--- src/ttnw_pkg.sv ---
// shared types and constants of the text to tile name writer
package ttnw_pkg;

  localparam int unsigned ROW_TILES = 32;
  localparam int unsigned ADDR_W    = 14;
  localparam int unsigned TILE_W    = 8;
  localparam int unsigned FONT_W    = 18;
  localparam int unsigned NUM_FONTS = 4;
  localparam int unsigned PADDR_W   = 5;
  localparam int unsigned PDATA_W   = 32;

  localparam logic [ADDR_W-1:0] NAMES_BASE_RST = 14'd6144;
  localparam logic [TILE_W-1:0] WIDE_OFFSET    = 8'd32;

  // character codes
  localparam logic [7:0] CH_SPACE     = 8'h20;
  localparam logic [7:0] CH_SYM_FIRST = 8'h21;
  localparam logic [7:0] CH_SYM_LAST  = 8'h2f;
  localparam logic [7:0] CH_DIG_FIRST = 8'h30;
  localparam logic [7:0] CH_DIG_LAST  = 8'h39;
  localparam logic [7:0] CH_UPP_FIRST = 8'h41;
  localparam logic [7:0] CH_UPP_LAST  = 8'h5a;
  localparam logic [7:0] CH_LOW_FIRST = 8'h61;
  localparam logic [7:0] CH_LOW_LAST  = 8'h7a;

  typedef enum logic [1:0] {
    SHAPE_1X1  = 2'd0,
    SHAPE_1X2  = 2'd1,
    SHAPE_2X2  = 2'd2,
    SHAPE_NONE = 2'd3
  } shape_e;

  typedef enum logic [1:0] {
    FONT_NUMERIC = 2'd0,
    FONT_UPPER   = 2'd1,
    FONT_LOWER   = 2'd2,
    FONT_SYMBOL  = 2'd3
  } font_sel_e;

  typedef enum logic [2:0] {
    REG_NAMES_BASE   = 3'd0,
    REG_NUMERIC_FONT = 3'd1,
    REG_UPPER_FONT   = 3'd2,
    REG_LOWER_FONT   = 3'd3,
    REG_SYMBOL_FONT  = 3'd4
  } reg_idx_e;

  localparam logic CMD_SET_CURSOR = 1'b0;
  localparam logic CMD_PRINT      = 1'b1;

  typedef struct packed {
    logic       command;
    logic [4:0] column;
    logic [4:0] row;
    logic [7:0] char_code;
  } in_req_t;

  typedef struct packed {
    logic [ADDR_W-1:0] vram_addr;
    logic [TILE_W-1:0] tile_index;
    logic              last;
  } out_req_t;

  typedef struct packed {
    logic [ADDR_W-1:0]                   names_base;
    logic [NUM_FONTS-1:0][FONT_W-1:0]    fonts;
  } cfg_t;

  // one glyph as handed from the front to the back
  typedef struct packed {
    logic [ADDR_W-1:0] addr;
    logic [TILE_W-1:0] base;
    logic [TILE_W-1:0] setw;
    shape_e            shape;
  } job_t;

endpackage

--- src/ttnw_front.sv ---
// front end: classifies characters, tracks the cursor and builds glyph jobs
module ttnw_front (
  input  logic              clk_i,
  input  logic              rst_ni,
  input  ttnw_pkg::cfg_t    cfg_i,
  input  logic              in_valid_i,
  input  ttnw_pkg::in_req_t in_req_i,
  input  logic              q_full_i,
  output logic              in_stall_o,
  output logic              push_o,
  output ttnw_pkg::job_t    job_o
);

  logic [ttnw_pkg::ADDR_W-1:0] cursor_q, cursor_d;
  logic                        accept;
  logic                        is_glyph;
  logic                        is_space;
  ttnw_pkg::font_sel_e         font_sel;
  logic [7:0]                  glyph_idx;
  logic [ttnw_pkg::FONT_W-1:0] font;
  logic [ttnw_pkg::TILE_W-1:0] first_tile;
  logic [ttnw_pkg::TILE_W-1:0] wide_c;
  logic [ttnw_pkg::TILE_W-1:0] base_narrow;
  logic [ttnw_pkg::TILE_W-1:0] base_wide;
  ttnw_pkg::shape_e            shape;

  assign in_stall_o = q_full_i;
  assign accept     = in_valid_i & ~q_full_i;

  always_comb begin
    is_glyph  = 1'b0;
    is_space  = 1'b0;
    font_sel  = ttnw_pkg::FONT_NUMERIC;
    glyph_idx = '0;
    if (in_req_i.char_code == ttnw_pkg::CH_SPACE) begin
      is_space = 1'b1;
    end else if (in_req_i.char_code >= ttnw_pkg::CH_DIG_FIRST &&
                 in_req_i.char_code <= ttnw_pkg::CH_DIG_LAST) begin
      is_glyph  = 1'b1;
      font_sel  = ttnw_pkg::FONT_NUMERIC;
      glyph_idx = in_req_i.char_code - ttnw_pkg::CH_DIG_FIRST;
    end else if (in_req_i.char_code >= ttnw_pkg::CH_UPP_FIRST &&
                 in_req_i.char_code <= ttnw_pkg::CH_UPP_LAST) begin
      is_glyph  = 1'b1;
      font_sel  = ttnw_pkg::FONT_UPPER;
      glyph_idx = in_req_i.char_code - ttnw_pkg::CH_UPP_FIRST;
    end else if (in_req_i.char_code >= ttnw_pkg::CH_LOW_FIRST &&
                 in_req_i.char_code <= ttnw_pkg::CH_LOW_LAST) begin
      is_glyph  = 1'b1;
      font_sel  = ttnw_pkg::FONT_LOWER;
      glyph_idx = in_req_i.char_code - ttnw_pkg::CH_LOW_FIRST;
    end else if (in_req_i.char_code >= ttnw_pkg::CH_SYM_FIRST &&
                 in_req_i.char_code <= ttnw_pkg::CH_SYM_LAST) begin
      is_glyph  = 1'b1;
      font_sel  = ttnw_pkg::FONT_SYMBOL;
      glyph_idx = in_req_i.char_code - ttnw_pkg::CH_SYM_FIRST;
    end
  end

  assign font       = cfg_i.fonts[font_sel];
  assign first_tile = font[7:0];
  assign shape      = ttnw_pkg::shape_e'(font[17:16]);

  // wide glyphs step two tiles per character and skip a tile row past offset 32
  assign wide_c      = {glyph_idx[6:0], 1'b0};
  assign base_narrow = first_tile + glyph_idx;
  assign base_wide   = first_tile + wide_c +
                       ((wide_c > ttnw_pkg::WIDE_OFFSET) ? ttnw_pkg::WIDE_OFFSET : '0);

  always_comb begin
    job_o.addr  = cursor_q;
    job_o.base  = (shape == ttnw_pkg::SHAPE_2X2) ? base_wide : base_narrow;
    job_o.setw  = font[15:8];
    job_o.shape = shape;
  end

  assign push_o = accept && in_req_i.command == ttnw_pkg::CMD_PRINT && is_glyph &&
                  shape != ttnw_pkg::SHAPE_NONE;

  always_comb begin
    cursor_d = cursor_q;
    if (accept) begin
      if (in_req_i.command == ttnw_pkg::CMD_SET_CURSOR) begin
        cursor_d = cfg_i.names_base +
                   ttnw_pkg::ADDR_W'(in_req_i.row) *
                   ttnw_pkg::ADDR_W'(ttnw_pkg::ROW_TILES) +
                   ttnw_pkg::ADDR_W'(in_req_i.column);
      end else if (is_space) begin
        cursor_d = cursor_q + ttnw_pkg::ADDR_W'(1);
      end else if (is_glyph) begin
        cursor_d = cursor_q + ((shape == ttnw_pkg::SHAPE_2X2) ?
                               ttnw_pkg::ADDR_W'(2) : ttnw_pkg::ADDR_W'(1));
      end
    end
  end

  always_ff @(posedge clk_i or negedge rst_ni) begin
    if (!rst_ni) begin
      cursor_q <= '0;
    end else begin
      cursor_q <= cursor_d;
    end
  end

endmodule

--- src/ttnw_queue.sv ---
// short job queue between front and back
module ttnw_queue #(
  parameter int unsigned DEPTH = 4
) (
  input  logic           clk_i,
  input  logic           rst_ni,
  input  logic           push_i,
  input  ttnw_pkg::job_t push_job_i,
  input  logic           pop_i,
  output ttnw_pkg::job_t head_o,
  output logic           empty_o,
  output logic           full_o
);

  localparam int unsigned PTR_W = (DEPTH > 1) ? $clog2(DEPTH) : 1;
  localparam int unsigned CNT_W = $clog2(DEPTH + 1);

  ttnw_pkg::job_t   mem_q [DEPTH];
  logic [PTR_W-1:0] wr_ptr_q, rd_ptr_q;
  logic [CNT_W-1:0] count_q;
  logic             do_push, do_pop;

  assign empty_o = (count_q == '0);
  assign full_o  = (count_q == CNT_W'(DEPTH));
  assign do_push = push_i & ~full_o;
  assign do_pop  = pop_i & ~empty_o;
  assign head_o  = mem_q[rd_ptr_q];

  always_ff @(posedge clk_i) begin
    if (do_push) begin
      mem_q[wr_ptr_q] <= push_job_i;
    end
  end

  always_ff @(posedge clk_i or negedge rst_ni) begin
    if (!rst_ni) begin
      wr_ptr_q <= '0;
      rd_ptr_q <= '0;
      count_q  <= '0;
    end else begin
      if (do_push) begin
        wr_ptr_q <= (wr_ptr_q == PTR_W'(DEPTH - 1)) ? '0 : wr_ptr_q + PTR_W'(1);
      end
      if (do_pop) begin
        rd_ptr_q <= (rd_ptr_q == PTR_W'(DEPTH - 1)) ? '0 : rd_ptr_q + PTR_W'(1);
      end
      if (do_push && !do_pop) begin
        count_q <= count_q + CNT_W'(1);
      end else if (do_pop && !do_push) begin
        count_q <= count_q - CNT_W'(1);
      end
    end
  end

endmodule

--- src/ttnw_back.sv ---
// back end: expands a glyph job into one name table write per cycle while the output is not stalled
module ttnw_back (
  input  logic               clk_i,
  input  logic               rst_ni,
  input  ttnw_pkg::job_t     head_i,
  input  logic               q_empty_i,
  output logic               pop_o,
  output logic               out_valid_o,
  input  logic               out_stall_i,
  output ttnw_pkg::out_req_t out_req_o
);

  logic               act_q, act_d;
  ttnw_pkg::job_t     job_q, job_d;
  logic [1:0]         step_q, step_d;
  logic               out_valid_q, out_valid_d;
  ttnw_pkg::out_req_t out_q, out_d;
  logic               out_ready;
  logic               row_sel, col_sel, fin;

  assign out_ready = ~out_valid_q | ~out_stall_i;

  // position of this step inside the glyph
  always_comb begin
    row_sel = 1'b0;
    col_sel = 1'b0;
    fin     = 1'b1;
    case (job_q.shape)
      ttnw_pkg::SHAPE_1X2: begin
        row_sel = step_q[0];
        fin     = (step_q == 2'd1);
      end
      ttnw_pkg::SHAPE_2X2: begin
        row_sel = step_q[1];
        col_sel = step_q[0];
        fin     = (step_q == 2'd3);
      end
      default: begin
        fin = 1'b1;
      end
    endcase
  end

  always_comb begin
    act_d       = act_q;
    job_d       = job_q;
    step_d      = step_q;
    out_valid_d = out_valid_q;
    out_d       = out_q;
    pop_o       = 1'b0;
    if (out_ready) begin
      out_valid_d = act_q;
      if (act_q) begin
        out_d.vram_addr  = job_q.addr +
                           (row_sel ? ttnw_pkg::ADDR_W'(ttnw_pkg::ROW_TILES) : '0) +
                           ttnw_pkg::ADDR_W'(col_sel);
        out_d.tile_index = job_q.base + (row_sel ? job_q.setw : '0) +
                           ttnw_pkg::TILE_W'(col_sel);
        out_d.last       = fin;
        step_d           = step_q + 2'd1;
        if (fin) begin
          act_d  = 1'b0;
          step_d = '0;
        end
      end
    end
    // take the next job once the current one has issued its final write
    if ((!act_q || (out_ready && fin)) && !q_empty_i) begin
      pop_o  = 1'b1;
      act_d  = 1'b1;
      job_d  = head_i;
      step_d = '0;
    end
  end

  always_ff @(posedge clk_i or negedge rst_ni) begin
    if (!rst_ni) begin
      act_q       <= 1'b0;
      step_q      <= '0;
      out_valid_q <= 1'b0;
    end else begin
      act_q       <= act_d;
      step_q      <= step_d;
      out_valid_q <= out_valid_d;
    end
  end

  always_ff @(posedge clk_i) begin
    job_q <= job_d;
    out_q <= out_d;
  end

  assign out_valid_o = out_valid_q;
  assign out_req_o   = out_q;

endmodule

--- src/text_to_tile_name_writer.sv ---
// a glyph's writes pass from the queue via the job register to the output register
// throughput: one request per cycle while the job queue has room; the back end
// issues one write per cycle unless stalled; a 2x2 glyph gives four writes
// cursor, space and ignored requests give no write
// reset: registers return to their reset values, cursor to 0, queue and output empty
module text_to_tile_name_writer #(
  parameter int unsigned QUEUE_DEPTH = 4
) (
  input  logic                             clk_i,
  input  logic                             rst_ni,
  input  logic                             in_valid_i,
  output logic                             in_stall_o,
  input  ttnw_pkg::in_req_t                in_req_i,
  output logic                             out_valid_o,
  input  logic                             out_stall_i,
  output ttnw_pkg::out_req_t               out_req_o,
  input  logic                             psel,
  input  logic                             penable,
  input  logic                             pwrite,
  input  logic [ttnw_pkg::PADDR_W-1:0]     paddr,
  input  logic [ttnw_pkg::PDATA_W-1:0]     pwdata,
  output logic [ttnw_pkg::PDATA_W-1:0]     prdata,
  output logic                             pready
);

  ttnw_pkg::cfg_t     cfg_q;
  ttnw_pkg::reg_idx_e reg_idx;
  logic               cfg_we;
  logic               push;
  logic               pop;
  logic               q_full;
  logic               q_empty;
  ttnw_pkg::job_t     push_job;
  ttnw_pkg::job_t     head_job;

  assign pready  = 1'b1;
  assign cfg_we  = psel & penable & pwrite;
  assign reg_idx = ttnw_pkg::reg_idx_e'(paddr[4:2]);

  always_ff @(posedge clk_i or negedge rst_ni) begin
    if (!rst_ni) begin
      cfg_q.names_base <= ttnw_pkg::NAMES_BASE_RST;
      cfg_q.fonts      <= '0;
    end else if (cfg_we) begin
      unique case (reg_idx)
        ttnw_pkg::REG_NAMES_BASE:   cfg_q.names_base <= pwdata[ttnw_pkg::ADDR_W-1:0];
        ttnw_pkg::REG_NUMERIC_FONT: cfg_q.fonts[ttnw_pkg::FONT_NUMERIC] <=
                                      pwdata[ttnw_pkg::FONT_W-1:0];
        ttnw_pkg::REG_UPPER_FONT:   cfg_q.fonts[ttnw_pkg::FONT_UPPER] <=
                                      pwdata[ttnw_pkg::FONT_W-1:0];
        ttnw_pkg::REG_LOWER_FONT:   cfg_q.fonts[ttnw_pkg::FONT_LOWER] <=
                                      pwdata[ttnw_pkg::FONT_W-1:0];
        ttnw_pkg::REG_SYMBOL_FONT:  cfg_q.fonts[ttnw_pkg::FONT_SYMBOL] <=
                                      pwdata[ttnw_pkg::FONT_W-1:0];
        default: ;
      endcase
    end
  end

  always_comb begin
    unique case (reg_idx)
      ttnw_pkg::REG_NAMES_BASE:   prdata = ttnw_pkg::PDATA_W'(cfg_q.names_base);
      ttnw_pkg::REG_NUMERIC_FONT: prdata =
                                    ttnw_pkg::PDATA_W'(cfg_q.fonts[ttnw_pkg::FONT_NUMERIC]);
      ttnw_pkg::REG_UPPER_FONT:   prdata =
                                    ttnw_pkg::PDATA_W'(cfg_q.fonts[ttnw_pkg::FONT_UPPER]);
      ttnw_pkg::REG_LOWER_FONT:   prdata =
                                    ttnw_pkg::PDATA_W'(cfg_q.fonts[ttnw_pkg::FONT_LOWER]);
      ttnw_pkg::REG_SYMBOL_FONT:  prdata =
                                    ttnw_pkg::PDATA_W'(cfg_q.fonts[ttnw_pkg::FONT_SYMBOL]);
      default:                    prdata = '0;
    endcase
  end

  ttnw_front u_front (
    .clk_i      (clk_i),
    .rst_ni     (rst_ni),
    .cfg_i      (cfg_q),
    .in_valid_i (in_valid_i),
    .in_req_i   (in_req_i),
    .q_full_i   (q_full),
    .in_stall_o (in_stall_o),
    .push_o     (push),
    .job_o      (push_job)
  );

  ttnw_queue #(
    .DEPTH (QUEUE_DEPTH)
  ) u_queue (
    .clk_i      (clk_i),
    .rst_ni     (rst_ni),
    .push_i     (push),
    .push_job_i (push_job),
    .pop_i      (pop),
    .head_o     (head_job),
    .empty_o    (q_empty),
    .full_o     (q_full)
  );

  ttnw_back u_back (
    .clk_i       (clk_i),
    .rst_ni      (rst_ni),
    .head_i      (head_job),
    .q_empty_i   (q_empty),
    .pop_o       (pop),
    .out_valid_o (out_valid_o),
    .out_stall_i (out_stall_i),
    .out_req_o   (out_req_o)
  );

endmodule

--- config.mk ---
export PLATFORM = sky130hd
export DESIGN_NAME = text_to_tile_name_writer
export DESIGN_NICKNAME = d
export VERILOG_FILES = /design/src/ttnw_pkg.sv /design/src/ttnw_front.sv /design/src/ttnw_queue.sv /design/src/ttnw_back.sv /design/src/text_to_tile_name_writer.sv
export SDC_FILE = /design/constraint.sdc
export NUM_CORES = 1
export LEC_CHECK = 0
export BUFFER_PORTS_ARGS = -buffer_cell sky130_fd_sc_hd__buf_2
export CAP_MARGIN = 15
export CORE_MARGIN = 2
export CORE_UTILIZATION = 26
export DETAILED_ROUTE_END_ITERATION = 8
export PLACE_DENSITY = 0.55
export SLEW_MARGIN = 10
export SYNTH_ARGS = -nofsm -noshare
export SYNTH_HDL_FRONTEND = slang
export SYNTH_SLANG_ARGS = --single-unit
--- constraint.sdc ---
create_clock -name clk_i -period 3.63 [get_ports clk_i]
set_input_delay 0.1815 -clock clk_i [delete_from_list [all_inputs] [get_ports clk_i]]
set_output_delay 0.1815 -clock clk_i [all_outputs]
set_load 0.05 [all_outputs]
== Yosys cells after proc, flatten, opt, wreduce, memory -nomap -nowiden ==
Memory sizes are Yosys's and may differ from the RTL's. A register that Yosys moved wholly into a read port is not among the register bits.
Index checks and enable logic that the tools add are counted.

* Flip-flop bits (word level): 134
* Bits in writable memories: 128
* Input bits: 63
* Memories kept: 1

* Add/sub/neg operators: 20
* $lt $le $gt $ge: 10
* Equal/unequal tests: 15
* Multiplexer cells: 45
* Bitwise operators: 10
* Reduce and logical (&&, ||, !) cells: 29

{| class="wikitable"
|+ Memory list
! name !! words !! width !! read ports !! clocked after Yosys merged registers in !! wr ports !! RTL line !! RTL
|-
| u_queue.mem_q || 4 || 32 || 1 || 1 || 1 || ttnw_queue.sv:18 || <nowiki>ttnw_pkg::job_t mem_q [DEPTH];</nowiki>
|}

{| class="wikitable"
|+ Operator list
! kind !! count
|-
| $pmux 18 s5 || 1
|-
| $mux 8 || 7
|-
| $mux 14 || 3
|-
| $bmux 18 s2 || 1
|-
| $add 8x8->8 || 4
|-
| $add 14x14->14 || 2
|-
| $mux 2 || 12
|-
| $mux 18 || 1
|-
| $ge 8x6->1 const B || 2
|-
| $ge 8x7->1 const B || 2
|-
| $le 8x6->1 const B || 2
|-
| $le 8x7->1 const B || 2
|-
| $reduce_and 2->1 || 8
|-
| $sub 8x6->8 const B || 2
|-
| $sub 8x7->8 const B || 2
|-
| $add 14x1->14 || 1
|-
| $add 14x1->14 const B || 1
|-
| $add 14x10->14 || 1
|-
| $add 14x5->14 || 1
|-
| $mux 1 || 14
|-
| $mux 6 || 2
|-
| $logic_and 1x1->1 || 11
|-
| $eq 2x2->1 const B || 5
|-
| $add 8x1->8 || 1
|-
| 21 further kinds || 41
|}

== Longest topological paths before layout ==
Gate-level depths: netlist (run 1).

* Word-level depth: 16
* Gate-level depth with buffers: 23

== Cells and area by module ==
A second synthesis (run 1) with hierarchy kept.

* Cell total of the unflattened synthesis: 1,085
* Area total of the unflattened synthesis: 14,891.8 um^2

{| class="wikitable"
|+ By module, submodules not included
! module !! instances !! cells an instance !! area an instance (um^2) !! sequential area each (um^2)
|-
| ttnw_queue || 1 || 205 || 5,084.9 || 4,018.9
|-
| text_to_tile_name_writer || 1 || 292 || 4,077.7 || 2,154.6
|-
| ttnw_front || 1 || 435 || 3,239.4 || 350.3
|-
| ttnw_back || 1 || 153 || 2,489.9 || 1,751.7
|}

== Least setup slack after synthesis (run 1) ==
Ideal clock, no wire load.

* Path kind: input-to-reg
* Start: input port in_req_i[4] in the netlist's numbering
* End: memory u_queue.mem_q[0][17] in the netlist's numbering (data pin)
* Setup time: 0.180 ns
* Data arrival time: 4.423 ns
* Required time: 3.450 ns
* Slack: -0.974 ns
* Stages: 19
* Path buffers: 2
* Path through: inv_1 ha_1 or3b_1 o22a_1 o21a_1 nor3b_4 clkbuf_1 buf_1 nand2_1 a31oi_1 ha_1 a21o_1 a21oi_1 o21ai_0 and3_1 a32oi_1 a31oi_1 o31ai_1 xor2_1

{| class="wikitable"
|+ RTL lines
! item !! RTL line !! RTL
|-
| start, declared || text_to_tile_name_writer.sv:13 || <nowiki>input ttnw_pkg::in_req_t in_req_i,</nowiki>
|-
| end, declared || ttnw_queue.sv:18 ||
|}

==> Flow_metrics.wiki, run 1 <==
{| class="wikitable"
! Metric !! Value
|-
| Post-route worst hold slack || 0.09086 ns
|-
| Number of clock buffers inserted by TritonCTS || 34
|-
| First DRT Iteration DRCs || 474
|-
| Maximum number of pins on one net before global-route repair || 67
|-
| # IOs || 121
|-
| Detailed-route DRC error count || 0
|-
| Element type at the critical path end || register
|-
| Antenna diode instance count || 0
|-
| Total overflow reported by the global router || 0
|-
| Detailed-route wire length || 37,190 um
|-
| Hold-critical path endpoint || u_front.cursor_q[6]
|-
| Highest achievable clock rate || 278.9 MHz
|-
| Maximum clock path buffer count || 3
|-
| Top FF cell, synth || edfxtp_1
|-
| Pins over their slew limit || 0
|-
| Routability Congestion || 0.8649
|-
| Number of library cell types mapped by synthesis || 74
|-
| Worst-path fanout max || 7
|-
| Slack of the worst reg-to-reg path || 0.32 ns
|-
| Top cell type by total area after synthesis || edfxtp_1
|-
| Unrepaired setup endpoints after global routing || true
|-
| Via density per instance || 4.527
|-
| Synth top area cells || edfxtp_1, dfrtp_1, mux2_2
|-
| Fraction of final layout cells sized beyond drive strength 1 || 37.00%
|-
| Syn_area_per_cell || 12.97 um^2
|-
| Number of cells on the worst reg-to-reg path || 14
|-
| End-of-flow core utilization || 33.82%
|-
| Hold Crit Depth || 2
|-
| Maximum clock skew at final layout || 0.02586 ns
|-
| Fraction of synthesized cell area taken by the top area cell type || 37.49%
|-
| Clock sink count || 294
|-
| Launch point of the worst reg-to-reg path || cfg_q[41]
|-
| YS warnings || 0
|-
| Average routed wire per standard cell || 17.16 um
|-
| First drt pass iteration count || 4
|-
| Crit. Startpoint || in_req_i[4]
|-
| Total of buffers placed on input and output ports || 89
|-
| Via total after detailed routing || 9,809
|-
| Leading post-synthesis cells by instance count || edfxtp_1, dfrtp_1, nand2_1, mux2_2, ha_1
|-
| Vias in the first global route || 10,040
|-
| Post-Synthesis Cells || 1,130
|-
| Initial antenna violation count || 1
|-
| Clock latency at the later pin of the worst-skew pair || 0.53 ns
|-
| Required time of the worst setup path || 4.08 ns
|-
| Overall die area || 58,290 um^2
|-
| Power per cell area || 635.7 nW/um^2
|-
| Fin crit share || 98.77%
|-
| Die extent in y || 241.4 um
|-
| Path category of the worst min-delay check || in -> reg
|-
| Number of levels in the clock H-tree || 2
|-
| Post-synthesis instance area || 14,660 um^2
|-
| Worst reg2reg endpoint || u_queue.mem_q[0][17]
|-
| Slew at the pin closest to its max-slew limit || 0.9828 ns
|-
| Most common cell in the synthesized netlist || edfxtp_1
|-
| Run status || finished clean
|-
| Arrival time of data at the critical path endpoint || 4.04 ns
|-
| Remaining number of nets flagged by the antenna check after routing || 0
|-
| Synthesis-to-finish area growth || 29.36%
|-
| Post-DP HPWL || 27,030 um
|-
| Max cap viols || 0
|-
| IR drop worst, VDD || 0.3840 mV
|-
| First-pass GRT wire length || 57,750 um
|-
| Number of synthesized flops with an enable pin || 183
|-
| Nets || 1,514
|-
| Async SR Flop Fraction || 37.76%
|-
| TritonCTS clock tree || done
|-
| Kind of critical path || in -> reg
|-
| Die span in x || 241.4 um
|-
| Total of endpoints with negative setup slack in the final report || 0
|-
| Count of final hold-check violations || 0
|-
| Clock slew at the register clock pins of the worst setup and hold paths || 0.06 ns
|-
| Total track usage || 12.94%
|-
| Leak Pwr || 7.577 nW
|-
| Type of origin of the critical path || input pin
|-
| Tightest slew margin relative to the limit || 34.48%
|-
| Proportion of synthesized chip area in sequential cells || 56.46%
|-
| Critical hold path startpoint || in_req_i[18]
|-
| Core ar. || 56,060 um^2
|-
| Flip-flop and latch count after synthesis || 294
|-
| Floorplan row count || 87
|-
| Initial cell density of the core || 26.15%
|-
| Time the final worst path needs with I/O delays and setup || 3.585 ns
|-
| Clock root cell || clkbuf_16
|}
==> critical path: stages <==
cell	delay, ns
buf_8	0.10
clkinvlp_4	0.07
ha_4	0.12
or3b_4	0.37
o22a_1	0.24
o21a_4	0.24
nor3b_4	0.19
buf_4	0.14
buf_6	0.10
buf_12	0.10
buf_6	0.09
mux2i_4	0.23
a221oi_4	0.10
buf_4	0.15
buf_6	0.12
a2111oi_4	0.33
buf_4	0.21
ha_4	0.14
inv_2	0.04
fa_2	0.35
xor2_1	0.14
nor2_1	0.12
xor2_1	0.15
==> final cells by class <==
cell class              count  area (um^2)
fillers                  5524        37100
flip-flops and latches    294         8278
multi-input cells         741         6504
repair buffers            270         2036
well taps                 756        945.9
clock buffers              43        894.6
inverters                  47        185.2
clock inverters            16        117.6
==> metrics by stage <==
stage	TNS, ns	total power, mW	std cells	worst slack (ns)	instance area (um^2)
after floorplan	-3.675	7.583	1143	-0.4748	14820
after global placement	-18.55	8.723	2066	-0.5912	17090
after detailed placement	-29.73	8.806	2066	-0.7167	17090
final	0	12.05	2167	0.04474	18960
after global routing	-0.5856	12.77	2167	-0.1178	18960
after CTS	-0.01611	12.04	2148	-0.004128	18440
==> placed cells by master, fill, tap and decap left out, types with 11 or more instances in the layout <==
| cell type | netlist | routed |
|---|---|---|
| a21oi_1 | 50 | 41 |
| a31oi_1 | 26 | 21 |
| and3_1 | 23 | 18 |
| buf_12 | 0 | 11 |
| buf_2 | 4 | 85 |
| buf_4 | 15 | 146 |
| clkbuf_16 | 0 | 34 |
| conb_1 | 2 | 15 |
| dfrtp_1 | 109 | 107 |
| dlygate4sd3_1 | 0 | 20 |
| edfxtp_1 | 183 | 183 |
| ha_1 | 55 | 41 |
| ha_4 | 0 | 12 |
| inv_1 | 46 | 39 |
| mux2_2 | 90 | 88 |
| mux2i_1 | 33 | 31 |
| mux4_2 | 33 | 33 |
| nand2_1 | 106 | 101 |
| nand3_1 | 19 | 17 |
| nor2_1 | 50 | 47 |
| o21ai_0 | 33 | 28 |
| o22ai_1 | 19 | 19 |
| xnor2_1 | 30 | 29 |
| xor2_1 | 18 | 17 |
==> timing repair <==
| item | 4_1_cts | 5_1_grt |
|---|---|---|
| setup endpoints to repair | 8 | 17 |
| buffers inserted | 3 | 20 |
| resized for setup | 24 | 68 |
| gates cloned | 0 | 0 |
| hold endpoints to repair | 150 | 0 |
| pin swaps | 8 | 54 |
| hold buffers | 20 | 0 |
==> state kept, by name (all words and copies together) (netlist names) <==
| signal | flops |
|---|---|
| u_back.out_valid_o | 1 |
| u_back.job_q | 32 |
| u_queue.count_q | 3 |
| u_front.cursor_q | 14 |
| u_back.step_q | 2 |
| u_queue.rd_ptr_q | 2 |
| cfg_q | 86 |
| u_queue.wr_ptr_q | 2 |
| u_back.act_q | 1 |
| u_queue.mem_q | 128 |
| u_back.out_req_o | 23 |
==> cells by family after synthesis <==
| kind of cell | count (synthesis) | synth area share (%) |
|---|---|---|
| other | 2 | 0.05124 |
| adders and majority gates | 64 | 5.856 |
| DFF | 294 | 56.46 |
| AOI/OAI and AO/OA | 186 | 8.272 |
| and+or+nand+nor | 271 | 8.997 |
| muxes | 157 | 14.31 |
| buffers and inverters | 108 | 3.184 |
| xor gates and xnor gates | 48 | 2.868 |
==> routing by layer <==
| layer | part of all wire [%] | global-route usage [%] | up-vias |
|---|---|---|---|
| met5 | 0.035 | 0 | - |
| met4 | 3.7 | 5.537 | 2 |
| met3 | 4.2 | 2.017 | 71 |
| met2 | 49 | 22.24 | 203 |
| met1 | 43 | 16.15 | 4844 |
| li1 | - | - | 4689 |
==> worst max-delay path by stage <==
stage                                 to  slack (ns)
finish                u_queue.count_q[2]        0.04
global route        u_queue.mem_q[0][17]       -0.12
CTS                 u_queue.mem_q[0][17]      -0.004
detailed placement  u_queue.mem_q[3][17]       -0.72
global placement    u_queue.mem_q[0][17]       -0.59
floorplan           u_queue.mem_q[0][17]       -0.47
==> where the power goes <==
part	total [mW]	switching (mW)	internal, mW
clock network	3.13	1.31	1.82
registers	5.28	0.718	4.56
logic	3.64	2.03	1.61
total	12.1	4.06	7.99
Power figures use the tool's default switching activity.
==> run 2: changes to the inputs <==
==> constraint.sdc (replaced) <==
create_clock -name clk_i -period 3.63 [get_ports clk_i]
set_input_delay 0.5445 -clock clk_i [delete_from_list [all_inputs] [get_ports clk_i]]
set_output_delay 0.5445 -clock clk_i [all_outputs]
set_load 0.05 [all_outputs]
==> Flow_metrics.wiki, run 2 (synthesis gave the netlist of run 1 again) <==
{| class="wikitable"
! Metric !! Value
|-
| Run status || finished, violations left
|-
| Violated checks || setup timing
|-
| Via total after detailed routing || 9,902
|-
| Nets || 1,526
|-
| Clock network fraction of total power || 28.5%
|-
| Internal power || 8.409 mW
|-
| Largest registers || u_queue.mem_q x128, cfg_q x86, u_back.job_q x32
|-
| End-of-flow core utilization || 34.85%
|-
| Maximum clock skew at final layout || 0.01226 ns
|-
| Antenna diode instance count || 0
|-
| Arrival time of data at the critical path endpoint || 4.34 ns
|-
| Element type at the critical path end || register
|-
| Number of flip-flops in the largest register || 128
|-
| Via density per instance || 4.540
|-
| Total of buffers placed on input and output ports || 89
|-
| Tightest slew margin relative to the limit || 40.46%
|-
| FF+latch area || 8278 um^2
|-
| Maximum clock path buffer count || 3
|-
| Commonest cells after routing, fill and taps aside || edfxtp_1, buf_4, dfrtp_1
|-
| Core ar. || 56,060 um^2
|-
| IR drop worst, VDD || 0.2894 mV
|-
| Average routed wire per standard cell || 17.83 um
|-
| Switching part of the total || 33.33%
|-
| Commonest non-fill, non-tap cell in the layout || edfxtp_1
|-
| Post-DP HPWL || 26,770 um
|-
| Part of the total power dissipated in combinational logic || 29.6%
|-
| Leak Pwr || 7.842 nW
|-
| Clock slew at the register clock pins of the worst setup and hold paths || 0.06 ns
|-
| Die extent in y || 241.4 um
|-
| Count of final hold-check violations || 0
|-
| Detailed-route DRC error count || 0
|-
| Reg with most FFs || u_queue.mem_q
|-
| Routability Congestion || 0.8496
|-
| Die span in x || 241.4 um
|-
| Pins over their slew limit || 0
|-
| Sw power || 4.203 mW
|-
| # IOs || 121
|-
| Vias in the first global route || 10,110
|-
| Overall die area || 58,290 um^2
|-
| Worst-path fanout max || 6
|-
| Slew at the pin closest to its max-slew limit || 0.8931 ns
|-
| Required time of the worst setup path || 3.97 ns
|-
| Total track usage || 13.18%
|-
| Kind of critical path || in -> reg
|-
| Clock sink count || 294
|-
| Fin area || 19,540 um^2
|-
| Initial antenna violation count || 0
|-
| Clock latency at the later pin of the worst-skew pair || 0.54 ns
|-
| Type of origin of the critical path || input pin
|-
| Placed standard-cell area || 17,230 um^2
|-
| Power per cell area || 645.6 nW/um^2
|-
| Maximum number of pins on one net before global-route repair || 87
|-
| TritonCTS clock tree || done
|-
| Fin crit share || 110.1%
|-
| Total of endpoints with negative setup slack in the final report || 149
|-
| First drt pass iteration count || 4
|-
| Max cap viols || 0
|-
| Total overflow reported by the global router || 0
|-
| Initial cell density of the core || 26.15%
|-
| Number of clock buffers inserted by TritonCTS || 35
|-
| Synthesis-to-finish area growth || 33.28%
|-
| Flop pwr share || 42.0%
|-
| Path category of the worst min-delay check || in -> reg
|-
| Post-route worst hold slack || 0.2730 ns
|-
| Fraction of final layout cells sized beyond drive strength 1 || 40.63%
|-
| Remaining number of nets flagged by the antenna check after routing || 0
|-
| Floorplan row count || 87
|-
| Fillers || 5,452
|-
| Multi-input gate area || 6564 um^2
|-
| Final WS setup || -0.3661 ns
|-
| Detailed-route wire length || 38,890 um
|-
| Unrepaired setup endpoints after global routing || true
|-
| Total power || 12.61 mW
|-
| Time the final worst path needs with I/O delays and setup || 3.996 ns
|-
| Number of levels in the clock H-tree || 2
|-
| Highest achievable clock rate || 250.2 MHz
|-
| First-pass GRT wire length || 58,510 um
|-
| First DRT Iteration DRCs || 538
|-
| Clock root cell || clkbuf_16
|}
## run 2: changes by cell type in the layout (fill, tap and decap cells not counted), moves of 5 or more
cell           delta
and2_4            +5
buf_12            +7
buf_4             -5
buf_6            +17
clkbuf_16         +9
clkinv_2          -6
dlygate4sd3_1    -19
nand3_1           -5
nand3_2           +5
o21ai_0           -7
## run 2: per-layer routing
metal	vias to the layer above	global-route usage (%)	share of wire [%]
met3	61	2.222	3.9
li1	4722	-	-
met5	-	0	0
met1	4931	16.55	43
met2	188	22.88	51
met4	0	4.602	2.8
## run 2: what timing repair did
item	in CTS	in global routing
pin swaps	51	39
setup buffers	23	23
cloned	6	8
gates resized for setup	71	61
hold buffers	1	0
endpoints found under the hold margin	25	0
endpoints found under the setup margin	101	159
## run 2: cell type report
type	count	share of cell area, %
multi-input cells	741	33.60
clock buffers	45	4.778
repair buffers	281	12.23
well taps	756	4.842
clock inverters	17	1.217
flip-flops and latches	294	42.37
inverters	47	0.9607
## run 2: through the flow
step                      setup TNS, ns  setup slack, ns  std cells
after floorplan                  -18.08          -0.8375       1143
after global placement           -90.19          -0.9589       2070
after detailed placement         -99.37           -1.084       2070
after CTS                        -12.15          -0.3847       2161
after global routing             -32.09          -0.5660       2181
final                            -21.90          -0.3661       2181
## run 2: worst paths after layout
kind                                        end          startpoint  cells past startpoint  slack, ns
max in group asynchronous             cfg_q[59]              rst_ni                      3       2.28
max reg2reg                u_queue.mem_q[1][17]           cfg_q[41]                     14       0.28
min reg2reg                  u_queue.count_q[2]  u_queue.count_q[2]                      1       0.50
min in group asynchronous   u_front.cursor_q[4]              rst_ni                      2       0.48
max                        u_queue.mem_q[1][17]         in_req_i[4]                     22      -0.37
min                                   cfg_q[53]          pwdata[17]                      3       0.27
## run 2: critical path: stages
cell	delay, ns
buf_8	0.10
clkinvlp_4	0.07
ha_4	0.12
or3b_4	0.37
o22a_1	0.24
o21a_4	0.24
nor2b_4	0.13
a21o_1	0.19
nand2b_4	0.16
a21oi_4	0.14
nor3_4	0.06
fa_1	0.56
inv_2	0.05
ha_4	0.26
inv_2	0.03
o21bai_1	0.17
a21oi_2	0.09
xor2_1	0.17
xnor2_1	0.19
nand3b_1	0.11
o31ai_2	0.07
xor2_1	0.27
## run 2: power by group through the flow
stage               Sequential, mW  Clock, mW  Combinational [mW]
global placement              5.35          0                3.42
detailed placement            5.37          0                3.49
floorplan                     5.41          0                2.22
global route                  5.42       3.82                4.07
finish                        5.29       3.59                3.73
CTS                           5.31       3.68                3.64
==> run 3: changes to the inputs <==
Settings changed: CORE_UTILIZATION 26 to 54, PLACE_DENSITY 0.55 to 0.88.
==> Flow_metrics.wiki, run 3 (synthesis gave the netlist of run 1 again) <==
{| class="wikitable"
! Metric !! Value
|-
| Run status || finished, violations left
|-
| Violated checks || setup timing
|-
| Kind of critical path || in -> reg
|-
| Pins over their slew limit || 0
|-
| Arrival time of data at the critical path endpoint || 4.49 ns
|-
| Maximum clock path buffer count || 3
|-
| Type of origin of the critical path || input pin
|-
| Post-placement setup slack || -1.102 ns
|-
| IR drop worst, VDD || 0.4243 mV
|-
| Nets || 1,502
|-
| Power per cell area || 658.5 nW/um^2
|-
| Routability Congestion || 0.9156
|-
| First DRT Iteration DRCs || 1,008
|-
| Maximum clock skew at final layout || 0.02206 ns
|-
| Post-route worst hold slack || 0.05102 ns
|-
| Highest achievable clock rate || 242.4 MHz
|-
| Post-DP HPWL || 24,280 um
|-
| Number of flip-flops in the largest register || 128
|-
| Largest registers || u_queue.mem_q x128, cfg_q x86, u_back.job_q x32
|-
| Commonest cells after routing, fill and taps aside || edfxtp_1, buf_4, dfrtp_1
|-
| Slowest-stage cell, CP || or3b_4
|-
| Clock latency at the later pin of the worst-skew pair || 0.58 ns
|-
| Max cap viols || 0
|-
| Switching part of the total || 35.02%
|-
| Core ar. || 26,800 um^2
|-
| Clock root cell || clkbuf_16
|-
| Via total after detailed routing || 10,820
|-
| Initial antenna violation count || 0
|-
| Final WS setup || -0.4963 ns
|-
| Count of final hold-check violations || 0
|-
| Reg with most FFs || u_queue.mem_q
|-
| First-pass GRT wire length || 57,350 um
|-
| Flop pwr share || 42.5%
|-
| Longest individual stage delay on the worst path || 0.37 ns
|-
| Part of the total power dissipated in combinational logic || 32.5%
|-
| Total overflow reported by the global router || 0
|-
| Slack of the worst reg-to-reg path || 0.07 ns
|-
| Commonest non-fill, non-tap cell in the layout || edfxtp_1
|-
| Element type at the critical path end || register
|-
| Via density per instance || 6.217
|-
| Required time of the worst setup path || 3.99 ns
|-
| TritonCTS clock tree || done
|-
| Number of levels in the clock H-tree || 1
|-
| Cell mode on critical path || buf_6
|-
| Number of clock buffers inserted by TritonCTS || 30
|-
| Detailed-route wire length || 40,860 um
|-
| Slew at the pin closest to its max-slew limit || 0.9174 ns
|-
| Average routed wire per standard cell || 23.47 um
|-
| Overall die area || 28,480 um^2
|-
| Synthesis-to-finish area growth || 27.32%
|-
| Fraction of final layout cells sized beyond drive strength 1 || 40.29%
|-
| Total of buffers placed on input and output ports || 89
|-
| Vias in the first global route || 10,590
|-
| Worst path cell trace || buf_8 -> clkinvlp_4 -> ha_4 -> or3b_4 -> o22a_1 -> o21a_4 -> nor3b_4 -> buf_6 -> buf_6 -> buf_4 -> nand2_2 -> a31oi_4 -> ha_1 -> a21o_1 -> a21oi_2 -> o21ai_2 -> and3_1 -> a32oi_2 -> a31oi_1 -> o31ai_2 -> xor2_1
|-
| Die extent in y || 168.8 um
|-
| Maximum number of pins on one net before global-route repair || 63
|-
| Detailed-route DRC error count || 0
|-
| # IOs || 121
|-
| Path category of the worst min-delay check || in -> async
|-
| Sw power || 4.304 mW
|-
| Internal power || 7.986 mW
|-
| Total of endpoints with negative setup slack in the final report || 42
|-
| Initial cell density of the core || 54.69%
|-
| Die span in x || 168.8 um
|-
| Fin crit share || 113.7%
|-
| Antenna diode instance count || 0
|-
| Floorplan row count || 60
|-
| Unrepaired setup endpoints after global routing || true
|-
| Tightest slew margin relative to the limit || 38.84%
|-
| First drt pass iteration count || 5
|-
| Clock sink count || 294
|-
| Clock network fraction of total power || 25.0%
|-
| Total track usage || 25.86%
|-
| Time the final worst path needs with I/O delays and setup || 4.126 ns
|-
| Leak Pwr || 7.627 nW
|-
| Remaining number of nets flagged by the antenna check after routing || 0
|-
| Worst-path fanout max || 7
|-
| Clock slew at the register clock pins of the worst setup and hold paths || 0.07 ns
|}
==> run 3: cell types whose count changed in the layout (fill, tap and decap cells not counted), moves of 3 or more <==
cell | before | now
buf_4 | 141 | 137
buf_12 | 18 | 8
o21ai_2 | 7 | 10
xnor2_2 | 1 | 4
buf_8 | 2 | 5
nand2_2 | 7 | 4
clkbuf_16 | 43 | 36
xnor2_1 | 29 | 25
clkinv_4 | 4 | 0
bufinv_16 | 5 | 0
o21ai_1 | 9 | 5
nand2_1 | 98 | 102
clkbuf_8 | 2 | 8
==> run 3: power groups by stage <==
stage	clock network (mW)	logic, mW	registers (mW)
floorplan	0	2.22	5.41
global placement	0	3.35	5.16
detailed placement	0	3.51	5.22
CTS	3.08	3.70	5.18
global route	3.22	4.27	5.30
finish	3.07	3.99	5.23
==> run 3: final timing paths <==
path / start / end / depth (start not counted)
min in group clk_i: pwdata[17] / cfg_q[53] / 3
worst min-delay path: rst_ni / u_queue.count_q[2] / 1
worst min register to register: u_back.act_q / u_back.out_valid_o / 1
worst max register to register: cfg_q[41] / u_queue.mem_q[2][17] / 14
max in group asynchronous: rst_ni / cfg_q[57] / 2
worst max-delay path: in_req_i[4] / u_queue.mem_q[2][17] / 21
==> run 3: metal layers <==
layer	wire, um	global-route usage [%]
met1	15010	32.42
met2	20690	45.01
met3	2826	3.133
met4	2333	12.22
met5	0	0
==> run 3: layout make-up <==
type / instances / area (um^2)
sequential: 294 / 8277
fill: 1651 / 8138
multi-input combinational: 741 / 6709
timing repair buffer: 262 / 2062
clock buffer: 49 / 927.1
tap: 341 / 426.7
inverter: 47 / 190.2
clock inverter: 7 / 71.32
==> run 3: through the flow <==
step                setup TNS, ns  cells  util (%)  area (um^2)  total power [mW]
floorplan                  -18.08   1143         -        14880             7.626
global placement           -99.30   1649     61.96        16610             8.508
detailed placement        -114.24   1649     61.96        16610             8.727
CTS                        -6.246   1726     67.41        18070             11.96
global route               -15.19   1741     69.64        18660             12.79
finish                     -8.811   1741     69.64        18660             12.29
==> run 3: worst max-delay path: cells and delay by family <==
family | cells | cell delay [ns]
buf+inv | 5 | 0.60
simple gates | 4 | 0.87
compound gates | 9 | 1.76
xor+xnor | 1 | 0.31
fa+ha+maj | 2 | 0.42
==> run 3: repair_timing <==
| item | in CTS | in global routing |
|---|---|---|
| hold buffers | 0 | 0 |
| resized for setup | 70 | 73 |
| setup endpoints to repair | 152 | 171 |
| setup buffers | 22 | 14 |
| pin swaps | 53 | 49 |
| endpoints found under the hold margin | 0 | 0 |
| cloned | 0 | 8 |
